[src/sv/cpu8_pkg.sv]
// shared types and constants of the 8-bit cpu execute block
package cpu8_pkg;

    // instruction classes sorted out by the front end
    typedef enum logic [2:0] {
        OPC_NOP     = 3'd0,
        OPC_LD16    = 3'd1,
        OPC_ST_A    = 3'd2,
        OPC_INC16   = 3'd3,
        OPC_INCDEC8 = 3'd4,
        OPC_UNSUP   = 3'd5
    } t_op_class;

    // register pair codes (opcode bits 5:4)
    localparam logic [1:0] PAIR_BC = 2'd0;
    localparam logic [1:0] PAIR_DE = 2'd1;
    localparam logic [1:0] PAIR_HL = 2'd2;
    localparam logic [1:0] PAIR_SP = 2'd3;

    // 8-bit register codes (opcode bits 5:3)
    localparam logic [2:0] R8_B   = 3'd0;
    localparam logic [2:0] R8_C   = 3'd1;
    localparam logic [2:0] R8_D   = 3'd2;
    localparam logic [2:0] R8_E   = 3'd3;
    localparam logic [2:0] R8_H   = 3'd4;
    localparam logic [2:0] R8_L   = 3'd5;
    localparam logic [2:0] R8_MEM = 3'd6;
    localparam logic [2:0] R8_A   = 3'd7;

    // opcode field values
    localparam logic [7:0] OP_NOP     = 8'h00;
    localparam logic [7:0] OP_LAST    = 8'h3F;
    localparam logic [3:0] LO_LD16    = 4'h1;
    localparam logic [3:0] LO_ST_A    = 4'h2;
    localparam logic [3:0] LO_INC16   = 4'h3;
    localparam logic [2:0] LO3_INC8   = 3'd4;
    localparam logic [2:0] LO3_DEC8   = 3'd5;

    // nibble masks for the half carry test
    localparam logic [3:0] NIB_ALL  = 4'hF;
    localparam logic [3:0] NIB_NONE = 4'h0;

    // flag bit positions
    localparam int FLAG_Z = 3;
    localparam int FLAG_N = 2;
    localparam int FLAG_H = 1;
    localparam int FLAG_C = 0;

    // decoded instruction carried from front to back
    typedef struct packed {
        t_op_class   op_class;
        logic [1:0]  pair;
        logic [2:0]  r8;
        logic        dec;
        logic [15:0] imm;
        logic [7:0]  mem;
    } t_uop;

endpackage

[src/sv/cpu8_ifs.sv]
// valid/ready channel interfaces for instruction beats and result beats
interface cpu8_in_if;
    logic        valid;
    logic        ready;
    logic [7:0]  opcode;
    logic [15:0] immediate_word;
    logic [7:0]  memory_byte;

    modport source (output valid, output opcode, output immediate_word,
                    output memory_byte, input ready);
    modport sink   (input valid, input opcode, input immediate_word,
                    input memory_byte, output ready);
endinterface

interface cpu8_out_if;
    logic        valid;
    logic        ready;
    logic        write_enable;
    logic [15:0] write_address;
    logic [7:0]  write_data;
    logic [3:0]  flag_bits;
    logic        unsupported;

    modport source (output valid, output write_enable, output write_address,
                    output write_data, output flag_bits, output unsupported,
                    input ready);
    modport sink   (input valid, input write_enable, input write_address,
                    input write_data, input flag_bits, input unsupported,
                    output ready);
endinterface

[src/sv/cpu8_inc_dec_load_execute.sv]
// top level of the 8-bit cpu execute block: front end, micro-op queue, back end
//
// Executes one instruction of the first opcode block per input beat (NOP, LD rr,n16,
// LD [rr],A with HL+/HL-, INC rr, INC/DEC r8 and [HL]) and returns one result beat for
// each. Throughput is one instruction per clock while the result sink does not stall: the back
// end updates the register file and the result register in the same cycle. When nothing stalls,
// an input beat is written into a queue entry when it is taken, and the back end then loads
// the result register from the queue head, which makes the result beat valid. The queue holds
// QUEUE_DEPTH decoded instructions, so while a result waits for its sink up to
// QUEUE_DEPTH more input beats are taken before the input stalls.
// flag_bits carries the flags after the instruction; C is never changed.
module cpu8_inc_dec_load_execute #(
    parameter int QUEUE_DEPTH = 2
) (
    input  logic       i_clk,
    input  logic       i_rst_n,
    cpu8_in_if.sink    i_item,
    cpu8_out_if.source o_result
);
    import cpu8_pkg::*;

    logic w_push, w_full, w_pop, w_head_valid;
    t_uop w_uop, w_head;

    // decode
    cpu8_front u_front (
        .i_item (i_item),
        .i_full (w_full),
        .o_push (w_push),
        .o_uop  (w_uop)
    );

    // decoupling queue
    cpu8_uop_fifo #(
        .DEPTH (QUEUE_DEPTH)
    ) u_fifo (
        .i_clk        (i_clk),
        .i_rst_n      (i_rst_n),
        .i_push       (w_push),
        .i_uop        (w_uop),
        .o_full       (w_full),
        .i_pop        (w_pop),
        .o_head_valid (w_head_valid),
        .o_head       (w_head)
    );

    // execute
    cpu8_back u_back (
        .i_clk        (i_clk),
        .i_rst_n      (i_rst_n),
        .i_head_valid (w_head_valid),
        .i_head       (w_head),
        .o_pop        (w_pop),
        .o_result     (o_result)
    );

endmodule

[src/sv/cpu8_front.sv]
// front end: accepts instruction beats and decodes them into micro-ops
module cpu8_front (
    cpu8_in_if.sink         i_item,
    input  logic            i_full,
    output logic            o_push,
    output cpu8_pkg::t_uop  o_uop
);
    import cpu8_pkg::*;

    logic [7:0] w_op;

    assign w_op        = i_item.opcode;
    assign i_item.ready = !i_full;
    assign o_push      = i_item.valid && !i_full;

    // classify the opcode
    always_comb begin
        o_uop.pair = w_op[5:4];
        o_uop.r8   = w_op[5:3];
        o_uop.dec  = (w_op[2:0] == LO3_DEC8);
        o_uop.imm  = i_item.immediate_word;
        o_uop.mem  = i_item.memory_byte;
        priority if (w_op > OP_LAST) begin
            o_uop.op_class = OPC_UNSUP;
        end else if (w_op == OP_NOP) begin
            o_uop.op_class = OPC_NOP;
        end else if (w_op[3:0] == LO_LD16) begin
            o_uop.op_class = OPC_LD16;
        end else if (w_op[3:0] == LO_ST_A) begin
            o_uop.op_class = OPC_ST_A;
        end else if (w_op[3:0] == LO_INC16) begin
            o_uop.op_class = OPC_INC16;
        end else if (w_op[2:0] == LO3_INC8 || w_op[2:0] == LO3_DEC8) begin
            o_uop.op_class = OPC_INCDEC8;
        end else begin
            o_uop.op_class = OPC_UNSUP;
        end
    end

endmodule

[src/sv/cpu8_uop_fifo.sv]
// short micro-op queue between the front and back ends
module cpu8_uop_fifo #(
    parameter int DEPTH = 2
) (
    input  logic            i_clk,
    input  logic            i_rst_n,
    input  logic            i_push,
    input  cpu8_pkg::t_uop  i_uop,
    output logic            o_full,
    input  logic            i_pop,
    output logic            o_head_valid,
    output cpu8_pkg::t_uop  o_head
);
    import cpu8_pkg::*;

    localparam int PW = (DEPTH > 1) ? $clog2(DEPTH) : 1;
    localparam int CW = $clog2(DEPTH + 1);
    localparam logic [PW-1:0] LAST_PTR = PW'(DEPTH - 1);
    localparam logic [CW-1:0] FULL_CNT = CW'(DEPTH);

    t_uop          r_mem [DEPTH];
    logic [PW-1:0] r_wr_ptr, n_wr_ptr;
    logic [PW-1:0] r_rd_ptr, n_rd_ptr;
    logic [CW-1:0] r_count, n_count;

    assign o_full       = (r_count == FULL_CNT);
    assign o_head_valid = (r_count != '0);
    assign o_head       = r_mem[r_rd_ptr];

    // pointer and count update
    always_comb begin
        n_wr_ptr = r_wr_ptr;
        n_rd_ptr = r_rd_ptr;
        n_count  = r_count;
        if (i_push) begin
            n_wr_ptr = (r_wr_ptr == LAST_PTR) ? '0 : r_wr_ptr + PW'(1);
        end
        if (i_pop) begin
            n_rd_ptr = (r_rd_ptr == LAST_PTR) ? '0 : r_rd_ptr + PW'(1);
        end
        if (i_push && !i_pop) begin
            n_count = r_count + CW'(1);
        end else if (i_pop && !i_push) begin
            n_count = r_count - CW'(1);
        end
    end

    always_ff @(posedge i_clk) begin
        if (!i_rst_n) begin
            r_wr_ptr <= '0;
            r_rd_ptr <= '0;
            r_count  <= '0;
        end else begin
            r_wr_ptr <= n_wr_ptr;
            r_rd_ptr <= n_rd_ptr;
            r_count  <= n_count;
        end
    end

    // queue storage
    always_ff @(posedge i_clk) begin
        if (i_push) begin
            r_mem[r_wr_ptr] <= i_uop;
        end
    end

endmodule

[src/sv/cpu8_back.sv]
// back end: register state, instruction execution and result register
module cpu8_back (
    input  logic            i_clk,
    input  logic            i_rst_n,
    input  logic            i_head_valid,
    input  cpu8_pkg::t_uop  i_head,
    output logic            o_pop,
    cpu8_out_if.source      o_result
);
    import cpu8_pkg::*;

    // architectural state
    logic [7:0]  r_a, n_a;
    logic [3:0]  r_f, n_f;
    logic [7:0]  r_b, n_b, r_c, n_c, r_d, n_d, r_e, n_e, r_h, n_h, r_l, n_l;
    logic [15:0] r_sp, n_sp;

    // result beat register
    logic        r_valid;
    logic        r_we, n_we;
    logic [15:0] r_addr, n_addr;
    logic [7:0]  r_data, n_data;
    logic        r_unsup, n_unsup;

    logic [15:0] w_bc, w_de, w_hl, w_pair, w_pair_inc;
    logic [7:0]  w_v8, w_r8;
    logic [3:0]  w_f8;

    assign o_pop = i_head_valid && (!r_valid || o_result.ready);

    assign w_bc = {r_b, r_c};
    assign w_de = {r_d, r_e};
    assign w_hl = {r_h, r_l};

    // 16-bit operand for increment
    always_comb begin
        unique case (i_head.pair)
            PAIR_BC: w_pair = w_bc;
            PAIR_DE: w_pair = w_de;
            PAIR_HL: w_pair = w_hl;
            default: w_pair = r_sp;
        endcase
        w_pair_inc = w_pair + 16'd1;
    end

    // 8-bit operand select
    always_comb begin
        unique case (i_head.r8)
            R8_B:    w_v8 = r_b;
            R8_C:    w_v8 = r_c;
            R8_D:    w_v8 = r_d;
            R8_E:    w_v8 = r_e;
            R8_H:    w_v8 = r_h;
            R8_L:    w_v8 = r_l;
            R8_MEM:  w_v8 = i_head.mem;
            default: w_v8 = r_a;
        endcase
    end

    // 8-bit inc/dec with z, n, h and carry kept
    always_comb begin
        w_f8         = 4'b0000;
        w_f8[FLAG_C] = r_f[FLAG_C];
        if (i_head.dec) begin
            w_r8         = w_v8 - 8'd1;
            w_f8[FLAG_N] = 1'b1;
            w_f8[FLAG_H] = (w_v8[3:0] == NIB_NONE);
        end else begin
            w_r8         = w_v8 + 8'd1;
            w_f8[FLAG_H] = (w_v8[3:0] == NIB_ALL);
        end
        w_f8[FLAG_Z] = (w_r8 == 8'd0);
    end

    // next state and result
    always_comb begin
        n_a = r_a;  n_f = r_f;  n_sp = r_sp;
        n_b = r_b;  n_c = r_c;  n_d = r_d;
        n_e = r_e;  n_h = r_h;  n_l = r_l;
        n_we    = 1'b0;
        n_addr  = 16'd0;
        n_data  = 8'd0;
        n_unsup = 1'b0;
        unique case (i_head.op_class)
            OPC_NOP: begin
            end
            OPC_LD16: begin
                unique case (i_head.pair)
                    PAIR_BC: {n_b, n_c} = i_head.imm;
                    PAIR_DE: {n_d, n_e} = i_head.imm;
                    PAIR_HL: {n_h, n_l} = i_head.imm;
                    default: n_sp = i_head.imm;
                endcase
            end
            OPC_ST_A: begin
                n_we   = 1'b1;
                n_data = r_a;
                unique case (i_head.pair)
                    PAIR_BC: n_addr = w_bc;
                    PAIR_DE: n_addr = w_de;
                    PAIR_HL: begin
                        n_addr     = w_hl;
                        {n_h, n_l} = w_hl + 16'd1;
                    end
                    default: begin
                        n_addr     = w_hl;
                        {n_h, n_l} = w_hl - 16'd1;
                    end
                endcase
            end
            OPC_INC16: begin
                unique case (i_head.pair)
                    PAIR_BC: {n_b, n_c} = w_pair_inc;
                    PAIR_DE: {n_d, n_e} = w_pair_inc;
                    PAIR_HL: {n_h, n_l} = w_pair_inc;
                    default: n_sp = w_pair_inc;
                endcase
            end
            OPC_INCDEC8: begin
                n_f = w_f8;
                unique case (i_head.r8)
                    R8_B: n_b = w_r8;
                    R8_C: n_c = w_r8;
                    R8_D: n_d = w_r8;
                    R8_E: n_e = w_r8;
                    R8_H: n_h = w_r8;
                    R8_L: n_l = w_r8;
                    R8_MEM: begin
                        n_we   = 1'b1;
                        n_addr = w_hl;
                        n_data = w_r8;
                    end
                    default: n_a = w_r8;
                endcase
            end
            default: begin
                n_unsup = 1'b1;
            end
        endcase
    end

    // state and result valid
    always_ff @(posedge i_clk) begin
        if (!i_rst_n) begin
            r_a     <= '0;
            r_f     <= '0;
            r_b     <= '0;
            r_c     <= '0;
            r_d     <= '0;
            r_e     <= '0;
            r_h     <= '0;
            r_l     <= '0;
            r_sp    <= '0;
            r_valid <= 1'b0;
        end else begin
            if (o_pop) begin
                r_a  <= n_a;
                r_f  <= n_f;
                r_b  <= n_b;
                r_c  <= n_c;
                r_d  <= n_d;
                r_e  <= n_e;
                r_h  <= n_h;
                r_l  <= n_l;
                r_sp <= n_sp;
            end
            if (o_pop) begin
                r_valid <= 1'b1;
            end else if (o_result.ready) begin
                r_valid <= 1'b0;
            end
        end
    end

    // result payload
    always_ff @(posedge i_clk) begin
        if (o_pop) begin
            r_we    <= n_we;
            r_addr  <= n_addr;
            r_data  <= n_data;
            r_unsup <= n_unsup;
        end
    end

    assign o_result.valid         = r_valid;
    assign o_result.write_enable  = r_we;
    assign o_result.write_address = r_addr;
    assign o_result.write_data    = r_data;
    assign o_result.flag_bits     = r_f;
    assign o_result.unsupported   = r_unsup;

endmodule

[src/flat_wrapper.sv]
// flat-port wrapper written by rule: the top's interface ports become plain ports
module cpu8_inc_dec_load_execute_flat import cpu8_pkg::*;
#(
    parameter int QUEUE_DEPTH = 2
)
  (i_clk, i_rst_n, i_item_valid, i_item_opcode, i_item_immediate_word, i_item_memory_byte, i_item_ready, o_result_valid, o_result_write_enable, o_result_write_address, o_result_write_data, o_result_flag_bits, o_result_unsupported, o_result_ready);
  cpu8_in_if i_item_i ();
  cpu8_out_if o_result_i ();
  input  logic i_clk;
  input  logic i_rst_n;
  input wire logic [$bits(i_item_i.valid)-1:0] i_item_valid;
  input wire logic [$bits(i_item_i.opcode)-1:0] i_item_opcode;
  input wire logic [$bits(i_item_i.immediate_word)-1:0] i_item_immediate_word;
  input wire logic [$bits(i_item_i.memory_byte)-1:0] i_item_memory_byte;
  output wire logic [$bits(i_item_i.ready)-1:0] i_item_ready;
  output wire logic [$bits(o_result_i.valid)-1:0] o_result_valid;
  output wire logic [$bits(o_result_i.write_enable)-1:0] o_result_write_enable;
  output wire logic [$bits(o_result_i.write_address)-1:0] o_result_write_address;
  output wire logic [$bits(o_result_i.write_data)-1:0] o_result_write_data;
  output wire logic [$bits(o_result_i.flag_bits)-1:0] o_result_flag_bits;
  output wire logic [$bits(o_result_i.unsupported)-1:0] o_result_unsupported;
  input wire logic [$bits(o_result_i.ready)-1:0] o_result_ready;
  assign i_item_i.valid = i_item_valid;
  assign i_item_i.opcode = i_item_opcode;
  assign i_item_i.immediate_word = i_item_immediate_word;
  assign i_item_i.memory_byte = i_item_memory_byte;
  assign i_item_ready = i_item_i.ready;
  assign o_result_valid = o_result_i.valid;
  assign o_result_write_enable = o_result_i.write_enable;
  assign o_result_write_address = o_result_i.write_address;
  assign o_result_write_data = o_result_i.write_data;
  assign o_result_flag_bits = o_result_i.flag_bits;
  assign o_result_unsupported = o_result_i.unsupported;
  assign o_result_i.ready = o_result_ready;
  cpu8_inc_dec_load_execute #(.QUEUE_DEPTH(QUEUE_DEPTH)) u_core (.i_clk(i_clk), .i_rst_n(i_rst_n), .i_item(i_item_i), .o_result(o_result_i));
endmodule
[config.mk]
export PLATFORM = sky130hd
export DESIGN_NAME = cpu8_inc_dec_load_execute_flat
export DESIGN_NICKNAME = d
export VERILOG_FILES = /design/src/sv/cpu8_pkg.sv /design/src/sv/cpu8_ifs.sv /design/src/sv/cpu8_inc_dec_load_execute.sv /design/src/sv/cpu8_front.sv /design/src/sv/cpu8_uop_fifo.sv /design/src/sv/cpu8_back.sv /design/src/flat_wrapper.sv
export SDC_FILE = /design/constraint.sdc
export NUM_CORES = 1
export LEC_CHECK = 0
export ABC_CLOCK_PERIOD_IN_PS = 7480
export BUFFER_PORTS_ARGS = -buffer_cell sky130_fd_sc_hd__buf_4
export CELL_PAD_IN_SITES_DETAIL_PLACEMENT = 1
export CELL_PAD_IN_SITES_GLOBAL_PLACEMENT = 1
export CORE_UTILIZATION = 25
export CTS_BUF_LIST = sky130_fd_sc_hd__clkbuf_2 sky130_fd_sc_hd__clkbuf_4 sky130_fd_sc_hd__clkbuf_8
export DETAILED_ROUTE_END_ITERATION = 12
export PLACE_DENSITY = 0.46
export REMOVE_ABC_BUFFERS = 1
export SLEW_MARGIN = 20
export SYNTH_ARGS = -nofsm -noshare
export SYNTH_HDL_FRONTEND = slang
export SYNTH_HIERARCHICAL = 1
export SYNTH_SLANG_ARGS = --single-unit
export TNS_END_PERCENT = 30
[constraint.sdc]
create_clock -name i_clk -period 7.48 [get_ports i_clk]
set_input_delay 1.496 -clock i_clk [delete_from_list [all_inputs] [get_ports i_clk]]
set_output_delay 1.496 -clock i_clk [all_outputs]
set_load 0.1 [all_outputs]
Word level (Yosys, flattened, before mapping)
Memory sizes are Yosys's and may differ from the RTL's. A register that Yosys moved wholly into a read port is not among the register bits.
Cells that the tools add are included.
Widths: inputs -> output; s select.

operators by class
  $add $sub $neg = 9
  $lt $le $gt $ge = 1
  equal/unequal tests = 34
  muxes and demuxes = 58
  bitwise gates (word level) = 1
  reduce and logical (&&, ||, !) cells = 35

operators by type and width
  cell                   count
  $mux 8                 20
  $pmux 16 s2            3
  $pmux 8 s3             4
  $pmux 8 s4             2
  $pmux 8 s7             1
  $mux 16                3
  $pmux 16 s3            1
  $pmux 8 s2             3
  $add 16x1->16 const B  2
  $reduce_and 5->1       4
  $eq 3x3->1 const B     6
  $ne 2x2->1 const B     9
  $logic_not 8->1        2
  $sub 16x1->16 const B  1
  $mux 3                 5
  $mux 1                 13
  $eq 3x2->1 const B     4
  $ne 2x1->1 const B     6
  $reduce_and 6->1       2
  $add 8x1->8 const B    1
  $eq 4x2->1 const B     2
  $gt 8x6->1 const B     1
  $reduce_bool 2->1      4
  $sub 8x1->8 const B    1
  other kinds (26)       38

storage, ports and cells
  register bits = 106
  RAM bits = 66
  bits of input ports = 36
  output and inout bits = 32
  word-level logic and storage cells = 156
  memories kept = 1

memory list
  name                 words  bits a word  rd ports  clocked after memory_dff  write ports  line                 text
  u_core.u_fifo.r_mem  2      33           1         1                         1            cpu8_uop_fifo.sv:21  t_uop r_mem [DEPTH];

Logic depth before layout (Yosys ltp)
Gate-level depths: netlist (run 1).

  word-level depth = 8
  mapped depth = 20
  mapped depth without buffers = 14

By module
Netlist (run 1), hierarchy kept.

modules (own cells, without submodules)
  module         instances  cells an instance  area an instance (µm²)  seq. area each (µm²)
  cpu8_back      1          797                6766.5                  2302.2
  cpu8_uop_fifo  1          125                2602.5                  2082.0
  cpu8_front     1          41                 287.8                   0.0

Worst setup path before layout (run 1)
OpenSTA, ideal clock, no wires.

  path type = flip-flop to flip-flop
  from = reg (tool-made name)
  to = reg u_core.u_back.r_c[7]
  library setup time = 119 ps
  arrival = 3933 ps
  required time = 7361 ps
  slack = 3428 ps
  stages on the path, launching flop included = 20
  path buffers = 6
  clock period less this slack = 4052 ps
  path through = dfxtp_1 buf_2 buf_4 mux2_2 buf_2 buf_2 buf_1 buf_1 mux2i_1 nor2_1 a311oi_1 a31oi_1 o22a_1 ha_1 a21o_1 a31oi_1 a21boi_0 xnor2_1 o21ai_1 o221a_2

RTL lines
  item                  line              text
  end signal, assigned  cpu8_back.sv:160  r_c <= n_c;
  end, declared         cpu8_back.sv:15   logic [7:0] r_b, n_b, r_c, n_c, r_d, n_d, r_e, n_e, r_h, n_h, r_l, n_l;

==> flow_metrics.tcl, run 1 <==
set metrics [dict create \
    status "finished clean" \
    p_leak_nw 3.81 \
    portBuffers 66 \
    synthCells 963 \
    drtIter0Drc 486 \
    synth_compound_area_share_pct 18.0 \
    ctsHoldBuffers 0 \
    cts_tree "done" \
    synth_area_um2 9660 \
    yosys.area_share.adder_pct 1.89 \
    comb_power_share_pct 50.1 \
    ios 68 \
    post_cts_buffers 0 \
    synthSimpleGateAreaFrac_pct 14.0 \
    rows 71 \
    cts.sinks 173 \
    routedWlPerCell_um 24.2 \
    synth.avg_cell_area_um2 10.0 \
    yosysSeqAreaShare_pct 45.4 \
    synth_edf_count 92 \
    setup_viol 0 \
    drv_cap 0 \
    syn_to_final_growth_pct 12.2 \
    die_x_um 199 \
    setup_ws_ns 2.47 \
    die_h_um 199 \
    switching_power_mw 2.06 \
    async_flop_share_pct 0 \
    period_share_pct 67.0 \
    cts-root-buf "clkbuf_8" \
    fp.dieArea_um2 39400 \
    cts_resized 0 \
    fin_skew_ns 0.0244 \
    p_per_area_nw_per_um2 385 \
    synth_top_family_by_area "compound AO/OA/AOI/OAI gates" \
    cts_htree_levels 4 \
    via_per_inst 5.13 \
    coreArea_um2 37800 \
    synth_mux_area_share_pct 11.2 \
    grt_start_max_net_pins 54 \
    synthFlopType "edfxtp_1" \
    drv_slew 0 \
    p_int_mw 2.11 \
    synth-warning-count 6 \
    final_util_pct 28.6 \
    hp-class "reg2reg" \
    antenna_found_initial 1 \
    insertion_delay_ns 0.52 \
    yosysUniqueCellTypes 78 \
    ys_seq_elements 173 \
    vias 7649 \
    dr.pass1.iters 5 \
    crit_required_ns 7.88 \
    yosysTopAreaCell "edfxtp_1" \
    tightest_slew_ns 1.02 \
    drive_gt1_share_pct 19.8 \
    synthTopCellsByArea "edfxtp_1 (29%), dfxtp_1 (17%), mux2_2 (4.3%), nand2_1 (3.8%), o21ai_0 (3.7%)" \
    hpwlAfterDp_um 25900 \
    netSwitchingFraction_pct 49.4 \
    fmax_mhz 200 \
    wl_um 36100 \
    drcViolationCount 0 \
    fin_area_um2 10800 \
    grt_overflow 0 \
    crit_fanout 37 \
    vdd_ir_drop_max_v 0.000129 \
    final.setup.tns_ns 0 \
    worstPathArrival_ns 5.41 \
    fillers 4363 \
    synth_xor_area_share_pct 3.27 \
    grt_pass1_vias 7730 \
    postPlaceCellArea_um2 10400 \
    detail-route-antenna-nets 0 \
    grt_pass1_wl_um 52900 \
    critPathLaunchType "flip-flop" \
    n_antenna_cell 0 \
    dp_worst_setup_slack_ns 2.64 \
    synthTopCellsByCount "nand2_1 (97), edfxtp_1 (92), dfxtp_1 (81)" \
    place_congestion 0.815 \
    finalHoldViolCount 0 \
    rsz0062_at_grt "no" \
    p_seq_share_pct 31.7 \
    final_nets 1016 \
    yosys.area.top_type_share_pct 28.6 \
    end_kind "flip-flop" \
    initial_core_util_pct 25.5 \
    grt_use_total_pct 18.9 \
    min_period_ns 5.01 \
    crit_type "reg2reg" \
    cts_buffer_depth 2 \
    whs_ns 0.461 \
    yosysMostFrequentCell "nand2_1" \
    slew_headroom_pct 31.4 \
    r2r_slack_ns 2.47 \
    cts_buffers 17 \
    clk_transition_reported_paths_ns 0.12 \
    p_clk_share_pct 18.2 \
]
==> cell usage in the layout (no fill, tap or decap), drive strengths merged, types with 16 or more instances in the layout <==
cell / instances
buf: 80
mux4: 16
a211oi: 17
nor2: 68
clkbuf: 17
edfxtp: 92
a21oi: 65
inv: 21
mux2i: 29
a31oi: 24
nor3: 20
o21ai: 76
nand2: 98
dfxtp: 81
xnor2: 21
mux2: 37
==> critical path: stages (launching register included) <==
cell and delay [ns]:
dfxtp_1 0.69, mux2_2 0.85, inv_1 0.28, a21oi_1 0.20, mux2_2 0.17, a21oi_1 0.04
o21ai_0 0.35, ha_1 0.36, a21oi_1 0.15, o21ai_0 0.13, a41oi_1 0.23, xor2_1 0.76
o22ai_1 0.27, o311a_1 0.39
==> path summary, 6_finish.rpt <==
check	start	depth (start not counted)	to
max	flip-flop	13	u_core/u_back/r_l[5]
min	u_core/u_back/r_sp[9]	2	u_core/u_back/r_sp[9]
min reg2reg	u_core/u_back/r_sp[9]	2	u_core/u_back/r_sp[9]
max reg2reg	flip-flop	13	u_core/u_back/r_l[5]
==> stage by stage <==
| step | power, mW | std cells |
|---|---|---|
| floorplan | 2.75 | 867 |
| global placement | 3.43 | 1458 |
| detailed placement | 3.42 | 1458 |
| CTS | 4.20 | 1490 |
| global route | 4.38 | 1490 |
| finish | 4.17 | 1490 |
==> logic make-up (layout without fill, tap and decap cells) <==
kind of cell	Yosys count	in the layout
simple gates	279	279
buf+inv	111	127
mux	82	82
other cells	1	1
flops	173	173
compound gates	267	267
xor+xnor	36	36
fa+ha+maj	14	14
==> metal layers <==
layer	track usage [%]	vias up	wire length [um]
met5	0	-	0
met4	5.84	0	792
met3	3.44	32	1630
met2	29.7	203	16400
met1	26.2	3850	17200
li1	-	3564	-
==> power by group through the flow <==
stage	Combinational, mW	Clock, mW	Sequential (mW)
6_report	2.09	0.760	1.32
5_1_grt	2.22	0.820	1.34
4_1_cts	2.08	0.789	1.32
3_5_place_dp	2.08	0	1.35
3_3_place_gp	2.08	0	1.34
2_1_floorplan	0.999	0	1.75
==> cell type report <==
| cell class | instances | area, um^2 | area share [%] |
|---|---|---|---|
| clock buffers | 17 | 234 | 2.16 |
| clock inverters | 15 | 221 | 2.04 |
| inverters | 15 | 56.3 | 0.520 |
| multi-input cells | 679 | 4690 | 43.3 |
| flip-flops and latches | 173 | 4380 | 40.5 |
| well taps | 511 | 639 | 5.90 |
| repair buffers | 80 | 601 | 5.55 |
==> sequential cells by signal, indices dropped and copies added (netlist names), named ones only <==
register and cells:
u_core/u_back/r_a 8, u_core/u_back/r_d 8, u_core/u_back/r_sp 16, u_core/u_back/r_h 8, u_core/u_back/o_result.unsupported 1, u_core/u_back/o_result.valid 1
u_core/u_back/o_result.write_enable 1, u_core/u_fifo/r_rd_ptr 1, u_core/u_back/r_l 8, u_core/u_fifo/r_count 2, u_core/u_fifo/r_mem 66, u_core/u_back/o_result.write_address 16
u_core/u_back/r_c 8, u_core/u_back/r_e 8, u_core/u_back/o_result.flag_bits 3, u_core/u_fifo/r_wr_ptr 1, u_core/u_back/r_b 8, u_core/u_back/o_result.write_data 8
Note: power is estimated with default switching activity, not from simulation.
==> run 2: changes to the inputs <==
Settings changed: ABC_AREA set to 1, ABC_CLOCK_PERIOD_IN_PS 7480 to 4250, PLACE_DENSITY 0.46 to 0.5.
Clock period 7.48 ns to 4.25 ns, I/O delays scaled along.
==> flow_metrics.tcl, run 2 <==
set metrics [dict create \
    wl_um 45500 \
    yosysSeqAreaShare_pct 42.3 \
    synth_top_family_by_area "simple AND/OR/NAND/NOR gates" \
    syn_to_final_growth_pct 13.8 \
    yosysTopAreaCell "edfxtp_1" \
    hp-class "reg2reg" \
    crit_family "simple AND/OR/NAND/NOR gates" \
    fp.dieArea_um2 42300 \
    p_leak_nw 5.04 \
    yosysMostFrequentCell "nand2_1" \
    synth_edf_count 92 \
    vdd_ir_drop_max_v 0.000292 \
    async_flop_share_pct 0 \
    routedWlPerCell_um 23.6 \
    drive_gt1_share_pct 15.9 \
    fin_cells 1926 \
    drcViolationCount 0 \
    min_period_ns 3.95 \
    setup_viol 0 \
    yosysUniqueCellTypes 48 \
    cp_cell_sequence "mux2_4, inv_2, nor2_2, inv_2, o21ai_0, a221oi_1, nand2_1, o21ai_1, inv_1, fa_1, nand3_1, nand2_1, xnor2_1, or2_2, nand3_1, o21ai_0, inv_1" \
    vias 9736 \
    synth_mux_area_share_pct 4.67 \
    regMostFlops "u_core/u_fifo/r_mem" \
    synth_xor_area_share_pct 0.844 \
    multi_input_area_um2 4810 \
    synthTopCellsByArea "edfxtp_1 (27%), dfxtp_1 (16%), nand2_1 (8.9%), nand3_1 (6.0%), inv_1 (5.6%)" \
    grt_pass1_wl_um 65900 \
    initial_core_util_pct 25.4 \
    finalHoldViolCount 0 \
    synth_compound_area_share_pct 14.8 \
    hpwlAfterDp_um 34900 \
    cts_buffer_depth 2 \
    drtIter0Drc 733 \
    final_common_cell "nand2_1" \
    final.setup.tns_ns 0 \
    die_x_um 206 \
    setup_ws_ns 0.303 \
    period_share_pct 92.9 \
    slew_headroom_pct 33.4 \
    ios 68 \
    whs_ns 0.484 \
    drv_cap 0 \
    dr.pass1.iters 5 \
    ctsHoldBuffers 0 \
    synthSimpleGateAreaFrac_pct 24.2 \
    seq_area_um2 4390 \
    cts-root-buf "clkbuf_8" \
    slowest_delay_ns 0.46 \
    die_h_um 206 \
    synth_area_um2 10400 \
    grt_pass1_vias 9600 \
    dp_worst_setup_slack_ns 0.367 \
    fillers 4909 \
    synthCells 1333 \
    ys_seq_elements 173 \
    cts_resized 0 \
    rsz0062_at_grt "no" \
    synthTopCellsByCount "nand2_1 (247), inv_1 (154), nor2_1 (128)" \
    crit_type "reg2reg" \
    yosys.area.top_type_share_pct 26.6 \
    synth-warning-count 6 \
    crit_required_ns 4.66 \
    place_congestion 0.896 \
    post_cts_buffers 0 \
    grt_overflow 0 \
    n_antenna_cell 0 \
    cts_htree_levels 4 \
    crit_slowest_cell "dfxtp_2" \
    end_kind "flip-flop" \
    dpl.cell_count 1894 \
    critPathLaunchType "flip-flop" \
    grt_start_max_net_pins 43 \
    insertion_delay_ns 0.50 \
    portBuffers 66 \
    coreArea_um2 40800 \
    final_cell_mix "nand2_1 (247), inv_1 (154), nor2_1 (127), nand3_1 (124), buf_4 (112)" \
    grt_use_total_pct 21.9 \
    fin_skew_ns 0.0233 \
    fmax_mhz 253 \
    synth.avg_cell_area_um2 7.78 \
    antenna_found_initial 1 \
    crit_fanout 10 \
    cts_buffers 17 \
    via_per_inst 5.06 \
    status "finished clean" \
    cts.sinks 173 \
    drv_slew 0 \
    path_buf_inv 4 \
    yosys.area_share.adder_pct 1.76 \
    clk_transition_reported_paths_ns 0.11 \
    p_per_area_nw_per_um2 689 \
    rows 74 \
    final_nets 1431 \
    largest_reg_flops 66 \
    synthFlopType "edfxtp_1" \
    worstPathArrival_ns 4.36 \
    tightest_slew_ns 0.997 \
    detail-route-antenna-nets 0 \
    cts_tree "done" \
]
-- run 2: changes by cell type after synthesis, moves of 25 or more --
| cell | previous run | this run |
|---|---|---|
| inv_1 | 15 | 154 |
| nor2_1 | 68 | 128 |
| a21oi_1 | 65 | 103 |
| mux2_4 | 0 | 30 |
| nand3_1 | 15 | 124 |
| o22ai_1 | 5 | 30 |
| mux2_2 | 37 | 3 |
| nand4_1 | 4 | 35 |
| mux2i_1 | 29 | 0 |
| nand2_1 | 97 | 247 |
-- run 2: path summary, 6_finish.rpt --
path,from,to,slack (ns),cells past startpoint
setup / recovery,flip-flop,u_core/u_back/r_c[4],0.30,17
hold / removal,u_core/u_back/o_result.flag_bits[3],u_core/u_back/o_result.flag_bits[3],0.48,2
setup reg to reg,flip-flop,u_core/u_back/r_c[4],0.30,17
hold reg to reg,u_core/u_back/o_result.flag_bits[3],u_core/u_back/o_result.flag_bits[3],0.48,2
-- run 2: area by class of cell --
class / count / area share, %
Clock inverter: 14 / 1.45
Inverter: 178 / 5.66
Timing Repair Buffer: 113 / 7.29
Clock buffer: 18 / 2.05
Sequential cell: 173 / 37.1
Multi-Input combinational cell: 898 / 40.8
Tap cell: 532 / 5.64
-- run 2: kinds of logic after synthesis --
kind of cell | count (synthesis)
mux | 33
flops | 173
other cells | 1
simple gates | 571
fa+ha+maj | 14
xor+xnor | 10
buf+inv | 262
compound gates | 269
-- run 2: tightest hold or removal path: stages (launching register included) --
cell,delay (ns)
dfxtp_1,0.33
nand2_1,0.06
a21oi_1,0.06
-- run 2: through the flow --
step	cell area (um^2)	utilization (%)	power, mW
after floorplan	9850	-	5.30
after global placement	11400	27.9	6.88
after detailed placement	11400	27.9	6.90
after CTS	11800	28.9	8.20
after global routing	11800	28.9	8.60
final	11800	28.9	8.14
-- run 2: layer usage --
| metal | wire length (um) | GRT usage [%] | vias to the layer above | share of wire [%] |
|---|---|---|---|---|
| met5 | 0 | 0 | - | 0 |
| met4 | 1020 | 6.19 | 0 | 2.2 |
| met3 | 1830 | 3.23 | 43 | 4.0 |
| met2 | 20900 | 35.2 | 232 | 46 |
| met1 | 21700 | 30.3 | 4867 | 48 |
| li1 | - | - | 4594 | - |
-- run 2: where the power goes --
group          internal, mW  switching [mW]
Sequential             2.16           0.233
Combinational          1.21            3.28
Clock                 0.504           0.754
Total                  3.87            4.27
==> run 3: changes to the inputs <==
Settings changed: CORE_MARGIN set to 5, SLEW_MARGIN 20 to 30.
==> flow_metrics.tcl, run 3 (synthesis results as in run 2) <==
set metrics [dict create \
    slew_headroom_pct 57.2 \
    die_x_um 214 \
    vdd_ir_drop_max_v 0.000309 \
    grt_overflow 0 \
    crit_fanout 8 \
    p_leak_nw 5.09 \
    post_cts_buffers 0 \
    cts_buffer_depth 2 \
    switching_power_mw 4.25 \
    worstPathArrival_ns 4.37 \
    ios 68 \
    r2r_cells 19 \
    clk_transition_reported_paths_ns 0.12 \
    cts_htree_levels 4 \
    setup_ws_ns 0.372 \
    timing.rr.end "u_core/u_back/r_c[5]" \
    vias 9769 \
    drv_cap 0 \
    fmax_mhz 258 \
    insertion_delay_ns 0.53 \
    cts_buffers 17 \
    final.setup.tns_ns 0 \
    p_clk_share_pct 14.6 \
    final_cell_mix "nand2_1 (247), inv_1 (154), nor2_1 (127), nand3_1 (124), buf_4 (122)" \
    dr.pass1.iters 5 \
    rsz0062_at_grt "no" \
    fp.dieArea_um2 45700 \
    p_int_mw 3.84 \
    period_share_pct 91.2 \
    cts_resized 0 \
    syn_to_final_growth_pct 14.3 \
    tightest_slew_ns 0.639 \
    final_nets 1441 \
    cts.sinks 173 \
    hp-class "reg2reg" \
    wl_um 44700 \
    netSwitchingFraction_pct 52.5 \
    detail-route-antenna-nets 0 \
    min_from "u_core/u_back/o_result.flag_bits[3]" \
    cts-root-buf "clkbuf_8" \
    hold_end "u_core/u_back/o_result.flag_bits[3]" \
    cts_tree "done" \
    initial_core_util_pct 25.3 \
    crit_type "reg2reg" \
    regMostFlops "u_core/u_fifo/r_mem" \
    setup_viol 0 \
    critPathLaunchType "flip-flop" \
    drive_gt1_share_pct 16.5 \
    place_congestion 0.978 \
    largest_reg_flops 66 \
    coreArea_um2 40900 \
    dp_worst_setup_slack_ns 0.488 \
    grt_start_max_net_pins 42 \
    grt_pass1_wl_um 65700 \
    comb_power_share_pct 55.7 \
    hpwlAfterDp_um 35400 \
    grt_pass1_vias 9975 \
    seq_area_um2 4390 \
    drv_slew 0 \
    p_seq_share_pct 29.7 \
    end_kind "flip-flop" \
    antenna_found_initial 0 \
    via_per_inst 5.05 \
    drcViolationCount 0 \
    rows 74 \
    final_common_cell "nand2_1" \
    status "finished clean" \
    drtIter0Drc 638 \
    fin_skew_ns 0.0247 \
    grt_use_total_pct 19.7 \
    fillers 4963 \
    ctsHoldBuffers 0 \
    finalHoldViolCount 0 \
    die_h_um 214 \
    r2r_slack_ns 0.37 \
    multi_input_area_um2 4810 \
    p_per_area_nw_per_um2 683 \
    portBuffers 66 \
    routedWlPerCell_um 23.1 \
    n_antenna_cell 0 \
    whs_path_depth 2 \
    crit_required_ns 4.74 \
    min_period_ns 3.88 \
]
[run 3: changes by cell type in the layout (fill, tap and decap cells not counted), moves of 2 or more]
cell / previous run / this run
buf_4: 112 / 122
clkinv_4: 1 / 4
clkinv_8: 3 / 1
inv_6: 4 / 2
inv_8: 3 / 6
[run 3: layout make-up]
class	count	share of cell area (%)
multi-input cells	898	40.6
flip-flops and latches	173	37.0
repair buffers	123	7.96
inverters	178	5.63
well taps	532	5.61
clock buffers	17	1.97
clock inverters	15	1.24
[run 3: per-stage QoR]
step                power [mW]  hold slack (ns)  area (um^2)  utilization (%)  cells
floorplan                 5.30            0.444         9850                -   1249
global placement          6.90            0.462        11400             28.0   1903
detailed placement        6.94            0.466        11500             28.0   1904
CTS                       8.16            0.457        11900             29.0   1936
global route              8.59            0.461        11900             29.0   1936
finish                    8.10            0.475        11900             29.0   1936
[run 3: power groups by stage]
stage                     Combinational (mW)  Clock [mW]  Sequential [mW]
final                                   4.51        1.18             2.41
after global routing                    4.86        1.29             2.43
after CTS                               4.51        1.25             2.40
after detailed placement                4.50           0             2.44
after global placement                  4.46           0             2.44
after floorplan                         2.16           0             3.14
[run 3: worst max path at each step]
stage / endpoint / slack [ns] / from / depth (start not counted)
6_report: u_core/u_back/r_c[5] / 0.37 / flip-flop / 19
4_1_cts: u_core/u_back/r_c[5] / 0.46 / flip-flop / 19
2_1_floorplan: u_core/u_back/r_l[5] / -0.08 / flip-flop / 9
5_1_grt: u_core/u_back/r_c[5] / 0.07 / flip-flop / 18
3_5_place_dp: u_core/u_back/r_c[5] / 0.49 / flip-flop / 18
3_3_place_gp: u_core/u_back/r_c[5] / 0.48 / flip-flop / 18
[run 3: layer usage]
metal | part of all wire, % | up-vias | GRT usage (%)
met5 | 0 | - | 0
met2 | 44 | 280 | 30.6
li1 | - | 4609 | -
met4 | 3.8 | 0 | 8.09
met3 | 5.8 | 70 | 4.08
met1 | 46 | 4810 | 26.9
[run 3: worst max-delay path, cell delays in order, from the launching register on]
cell       delay (ns)
dfxtp_2          0.40
mux2_4           0.36
nor2_1           0.15
buf_4            0.16
nand2_1          0.22
o21ai_0          0.37
a211oi_1         0.08
nand2_1          0.08
o21ai_0          0.16
inv_1            0.09
ha_1             0.28
a21oi_1          0.21
nor2_1           0.07
a211oi_1         0.27
nand2_1          0.13
nand2_1          0.09
nand3_1          0.29
o2111ai_1        0.29
nand2_1          0.09
inv_1            0.06
